===== src/hdl/dwc_pkg.sv =====
// Shared constants, types and command/status structs for the depthwise 1D convolution.
`default_nettype none
package dwc_pkg;

    localparam int MAX_CHANNELS = 64;
    localparam int MAX_TAPS     = 16;
    localparam int MAX_ROW      = 4096;
    localparam int DATA_BITS    = 16;

    localparam int CH_BITS   = $clog2(MAX_CHANNELS);
    localparam int TAP_BITS  = $clog2(MAX_TAPS);
    localparam int POS_BITS  = $clog2(MAX_ROW);
    localparam int ADDR_BITS = CH_BITS + TAP_BITS;
    localparam int DEPTH     = MAX_CHANNELS * MAX_TAPS;

    localparam int NCH_BITS   = 7;
    localparam int K_BITS     = 5;
    localparam int RW_BITS    = 13;
    localparam int SH_BITS    = 5;
    localparam int CFG_BITS   = 13;
    localparam int CFG_A_BITS = 2;
    localparam int MAX_SHIFT  = 30;

    localparam int PROD_BITS = 2 * DATA_BITS;
    localparam int ACC_BITS  = PROD_BITS + TAP_BITS;
    localparam int RND_BITS  = ACC_BITS + 1;

    localparam logic [CFG_A_BITS-1:0] CFG_CHANNELS = 2'd0;
    localparam logic [CFG_A_BITS-1:0] CFG_KERNEL   = 2'd1;
    localparam logic [CFG_A_BITS-1:0] CFG_ROW      = 2'd2;
    localparam logic [CFG_A_BITS-1:0] CFG_SHIFT    = 2'd3;

    localparam logic MODE_LOAD   = 1'b0;
    localparam logic MODE_SAMPLE = 1'b1;

    typedef enum logic [2:0] {
        S_IDLE,
        S_RUN,
        S_DRAIN1,
        S_DRAIN2,
        S_ROUND,
        S_OUT
    } t_state;

    typedef struct packed {
        logic [NCH_BITS-1:0] nch;
        logic [K_BITS-1:0]   k;
        logic [RW_BITS-1:0]  rw;
        logic [SH_BITS-1:0]  sh;
    } t_cfg;

    typedef struct packed {
        logic                load_coef;
        logic                start;
        logic                issue;
        logic [TAP_BITS-1:0] step;
        logic                round;
        logic                finish;
    } t_cmd;

    typedef struct packed {
        logic emit;
        logic out_free;
    } t_status;

endpackage
`default_nettype wire


===== src/hdl/dwc_ctrl.sv =====
// Sequencer for the depthwise convolution: accepts items, walks the taps, drains and rounds.
`default_nettype none
module dwc_ctrl
    import dwc_pkg::*;
(
    input  wire logic    i_clk,
    input  wire logic    i_rst_n,
    input  wire logic    i_s_tvalid,
    input  wire logic    i_s_mode,
    input  wire t_status i_sts,
    output logic         o_s_tready,
    output t_cmd         o_cmd
);

    t_state              r_state, n_state;
    logic [TAP_BITS-1:0] r_step,  n_step;

    always_ff @(posedge i_clk) begin
        if (!i_rst_n) begin
            r_state <= S_IDLE;
            r_step  <= '0;
        end else begin
            r_state <= n_state;
            r_step  <= n_step;
        end
    end

    always_comb begin
        n_state    = r_state;
        n_step     = r_step;
        o_s_tready = 1'b0;
        o_cmd      = '0;
        o_cmd.step = r_step;
        case (r_state)
            S_IDLE: begin
                o_s_tready = 1'b1;
                if (i_s_tvalid) begin
                    if (i_s_mode == MODE_LOAD) begin
                        o_cmd.load_coef = 1'b1;
                    end else begin
                        o_cmd.start = 1'b1;
                        n_step      = TAP_BITS'(MAX_TAPS - 1);
                        n_state     = S_RUN;
                    end
                end
            end
            S_RUN: begin
                o_cmd.issue = 1'b1;
                n_step      = r_step - 1'b1;
                if (r_step == '0) begin
                    n_state = S_DRAIN1;
                end
            end
            S_DRAIN1: begin
                n_state = S_DRAIN2;
            end
            S_DRAIN2: begin
                n_state = S_ROUND;
            end
            S_ROUND: begin
                o_cmd.round = 1'b1;
                n_state     = S_OUT;
            end
            S_OUT: begin
                if (!i_sts.emit) begin
                    n_state = S_IDLE;
                end else if (i_sts.out_free) begin
                    o_cmd.finish = 1'b1;
                    n_state      = S_IDLE;
                end
            end
            default: begin
                n_state = S_IDLE;
            end
        endcase
    end

    a_finish_free: assert property (@(posedge i_clk) disable iff (!i_rst_n)
        o_cmd.finish |-> (i_sts.out_free && i_sts.emit))
        else $error("result loaded while output register still held");

    a_start_runs: assert property (@(posedge i_clk) disable iff (!i_rst_n)
        o_cmd.start |=> (r_state == S_RUN && r_step == TAP_BITS'(MAX_TAPS - 1)))
        else $error("sample accepted without starting the tap walk");

    a_run_exit: assert property (@(posedge i_clk) disable iff (!i_rst_n)
        (r_state == S_RUN && n_state == S_DRAIN1) |-> (r_step == '0))
        else $error("tap walk ended early");

    a_round_then_out: assert property (@(posedge i_clk) disable iff (!i_rst_n)
        o_cmd.round |=> (r_state == S_OUT))
        else $error("rounding not followed by output stage");

endmodule
`default_nettype wire


===== config.mk =====
export PLATFORM = sky130hd
export DESIGN_NAME = dwc_ctrl
export DESIGN_NICKNAME = d
export VERILOG_FILES = /design/src/hdl/dwc_pkg.sv /design/src/hdl/dwc_ctrl.sv
export SDC_FILE = /design/constraint.sdc
export NUM_CORES = 1
export LEC_CHECK = 0
export BUFFER_PORTS_ARGS = -buffer_cell sky130_fd_sc_hd__buf_2
export CORE_AREA = 4 4 41 43
export DETAILED_ROUTE_END_ITERATION = 8
export DIE_AREA = 0 0 45 47
export PLACE_DENSITY = 0.63
export SLEW_MARGIN = 20
export SYNTH_ARGS = -nofsm -noshare
export SYNTH_HDL_FRONTEND = slang
export SYNTH_SLANG_ARGS = --single-unit

===== constraint.sdc =====
create_clock -name i_clk -period 1.4 [get_ports i_clk]
set_input_delay 0 -clock i_clk [delete_from_list [all_inputs] [get_ports i_clk]]
set_output_delay 0 -clock i_clk [all_outputs]
set_load 0.005 [all_outputs]

---- Yosys cells after proc, flatten, opt, wreduce, memory -nomap -nowiden ----
Cells that the tools add are included.
operators by class
  muxes and demuxes ....................... 19
  reductions and logical operators ........ 5
  equal/unequal tests ..................... 9
  $add $sub $neg .......................... 1
  divide/modulo/power cells ............... 0
  multipliers ............................. 0
  bitwise operators ....................... 0
  $lt $le $gt $ge ......................... 0
  shift operators ......................... 0
operators by type and width
  kind                   number
  $pmux W3 S6            1
  $mux W3                5
  $mux W1                8
  $mux W4                2
  $pmux W4 S2            1
  $eq A3 B2 Y1 const B   2
  $eq A3 B3 Y1 const B   2
  $ne A2 B2 Y1 const B   3
  $logic_not A4 Y1       1
  $mux W2                2
  $reduce_and A4 Y1      1
  $sub A4 B1 Y4 const B  1
  $eq A3 B1 Y1 const B   1
  $logic_not A3 Y1       1
  $ne A3 B3 Y1 const B   1
  $reduce_and A3 Y1      1
  $reduce_bool A2 Y1     1
storage, ports and cells
  output and inout bits ................... 10
  memories ................................ 0
  memory bits (read-only) ................. 0
  bits in registers ....................... 7
  bits in latches ......................... 0
  memory bits (writable) .................. 0
  word-level logic and storage cells ...... 36

---- Depth between registers and ports, before layout ----
  depth after elaboration ................. 3
  mapped depth ............................ 5
  depth with buffers taken out ............ 5

---- Worst setup path before layout ----
OpenSTA, ideal clock, no wires.
  path kind ............................... register to register
  start point ............................. register r_step[0]
  end point ............................... register r_step[2]
  path slack .............................. 0.149 ns
  stages on the path, launching flop included .. 6
  data required time ...................... 1.285 ns
  data arrival time ....................... 1.136 ns
  period minus slack after synthesis ...... 1.251 ns
  path buffers ............................ 0
  cell sequence ........................... dfxtp_1 > inv_1 > ha_1 > and4bb_2 > xor2_1 > o21a_1
on the way
  word-level cells in the longest chain between the ends .. 2
RTL lines
  what                    RTL line        source
  from (decl)             dwc_ctrl.sv:16  logic [TAP_BITS-1:0] r_step, n_step;
  from (signal assigned)  dwc_ctrl.sv:24  r_step <= n_step;
  $sub A4 B1 Y4           dwc_ctrl.sv:49  n_step = r_step - 1'b1;
  $pmux W4 S2             dwc_ctrl.sv:34  case (r_state)
No other way between the ends.
A chain may end at the register's enable or synchronous reset.

---- Worst setup path in the final report ----
Ends and elaborated chain as after synthesis.

==> results.cfg <==
[status]
status = finished, final reports clean

[grt]
use_met1_pct = 13.5
grt_pass1_wl_mm = 1.59
grt_use_met3_pct = 3.83
busiest_layer = met2
grt_max_degree = 10
globalRouteMet2Util_pct = 15.0
grt_overflow = 0
grt_pass1_vias = 357
antenna_found_initial = 0
grt_usage_pct = 10.8

[timing]
tns_ns = 0
finalCritPeriodShare_pct = 91.5
finalHoldViolCount = 0
setup_viol = 0
finalMaxSlewViolations = 0
tightest_slew_ns = 0.409
fmax_mhz = 781
relSlewSlack_pct = 72.7
fin_ws_ns = 0.119
rsz0062_at_grt = no
fin_crit_ns = 1.28
final.setup_skew_ns = 0.00279

[clock_network]
clock_latency_ns = 0.25
postCtsHoldBufs = 0
cts_max_path_buffers = 2
cts_tree = yes
clock-sinks = 7
clkTransAtPathRegs_ns = 0.05
clockRootBuffer = clkbuf_4
htree_levels = 1
cts_made_buffers = 3

[die]
die_y_um = 47
coreArea_sq_mm = 0.00130
die_w_um = 45
dieArea_sq_mm = 0.00212
core.rowCount = 13
ios = 16
initial_utilization_pct = 35.4

[worst_setup_path]
max_stage_delay_ns = 0.35
cp_max_fo = 4
ff2ff_path_depth = 5
required_ns = 1.55
crit_cells = 5
critPathTopFamily = flip-flops
path_cells = inv_1 > ha_1 > and4bb_2 > xor2_1 > o21a_1
critPathSlowestCell = dfxtp_1
startpoint_type = flip-flop
arrival_ns = 1.43
worstSetupEndpointType = flip-flop
crit_buf_inv = 1
worst-setup-path-type = flip-flop to flip-flop

[place]
dp_hpwl_um = 736
portBuffers = 15
place.gp.congestion = 0.781
place_ws_ns = 0.130

[final_layout]
fin_nets = 73
syn2layout_area_growth_pct = 20.7
multiInputGateArea_sq_um = 275
regArea_sq_um = 141
antennaDiodeCount = 0
fillers = 145
drive_above_1_share_pct = 38.5

[synthesis]
synth_edf_count = 0
syn_nets = 55
ys_warn_count = 0
yosysSeqAreaShare_pct = 30.4
synthCells = 48
yosys_register_bits = 7
ys.flop_type = dfxtp_1
async_flop_share_pct = 0
ys_types = 30
syn_area_sq_um = 460
syn-mean-instance-area_sq_um = 9.59

[power]
pwr_density_cell_mw_per_mm2 = 2150
vdd_ir_drop_max_mv = 0.885
power.leakage_nw = 0.248

[detailed_routing]
post-route-drc-count = 0
drt-total-wl_um = 966
dr.pass1.iters = 2
vias = 402
wl_per_cell_um = 12.1
viasPerCell = 5.03
drtIter0Drc = 1
ant_nets = 0

[run]
max_cap_viol_count = 0

[min_path]
min_path_type = primary input to flip-flop
hold_path_depth = 2
-- logic make-up (layout without fill, tap and decap cells) --
family / after synthesis / count (layout) / synth area share (%)
and+or+nand+nor: 22 / 22 / 35.9
AOI/OAI and AO/OA: 10 / 10 / 17.1
DFF: 7 / 7 / 30.4
buffers and inverters: 6 / 23 / 9.78
adders and majority gates: 1 / 1 / 2.72
xor gates and xnor gates: 1 / 1 / 1.90
muxes: 1 / 1 / 2.17
-- final timing paths --
kind | from | to | slack, ns
max | r_step[0]$_SDFFE_PN0P_ | r_step[2]$_SDFFE_PN0P_ | 0.12
min | i_rst_n | r_state[2]$_SDFFE_PN0P_ | 0.04
max reg2reg | r_step[0]$_SDFFE_PN0P_ | r_step[2]$_SDFFE_PN0P_ | 0.12
min reg2reg | r_step[1]$_SDFFE_PN0P_ | r_step[1]$_SDFFE_PN0P_ | 0.57
-- synth_stat cells, types with 2 or more instances --
cell type / number / area [sq um]
o21a_1: 2 / 15.0
dfxtp_1: 7 / 140
buf_6: 3 / 33.8
nor3b_1: 2 / 15.0
nand2_1: 2 / 7.51
nor2_1: 3 / 11.3
nand2b_1: 3 / 18.8
inv_1: 3 / 11.3
a21oi_1: 2 / 10.0
-- timing repair --
item,CTS,global route
setup endpoints to repair,0,2
gates resized for setup,0,1
buffers inserted,0,0
-- power breakdown --
group,leakage (nW),switching [mW],internal (mW)
Combinational,0.175,0.263,0.344
Clock,0.0150,0.0786,0.109
Sequential,0.0582,0.117,0.280
Total,0.248,0.459,0.734
-- routing by layer --
metal / wire (um) / part of all wire, % / up-vias
met5: 0 / 0 / -
met4: 27 / 2.8 / 0
met3: 83 / 8.6 / 2
met2: 358 / 37 / 17
met1: 497 / 51 / 176
li1: - / - / 207
-- registers in the layout, summed over array words and instances (netlist names) --
name     cells
r_state      3
r_step       4
-- cell usage in the layout, fill, tap and decap left out, types with 2 or more instances in the layout --
cell      Yosys  layout
nor3b_1       2       2
a21oi_1       2       2
nor2_1        3       3
inv_1         3       3
dfxtp_1       7       6
nand2_1       2       2
o21a_1        2       2
buf_2         0      15
nand2b_1      3       3
clkbuf_4      0       3
-- worst register-to-register path: stages (launching register included) --
cell	delay [ns]
dfxtp_1	0.35
inv_1	0.07
ha_1	0.23
and4bb_2	0.23
xor2_1	0.14
o21a_1	0.17
-- final cells by class --
type                    instances  share of cell area [%]
clock buffers                   4                    4.73
inverters                       3                    2.03
multi-input cells              35                    49.5
flip-flops and latches          7                    25.5
well taps                      15                    3.38
repair buffers                 16                    14.9
-- metrics by stage --
stage | area (sq um) | cells | hold slack, ns | utilization, % | power (mW)
floorplan | 460 | 48 | 0.0982 | - | 0.861
global placement | 528 | 76 | 0.311 | 40.6 | 1.01
detailed placement | 528 | 76 | 0.312 | 40.6 | 1.01
CTS | 554 | 80 | 0.0365 | 42.6 | 1.21
global route | 556 | 80 | 0.0250 | 42.7 | 1.31
finish | 556 | 80 | 0.0392 | 42.7 | 1.19
No activity file was read; power rests on OpenSTA's default activity.
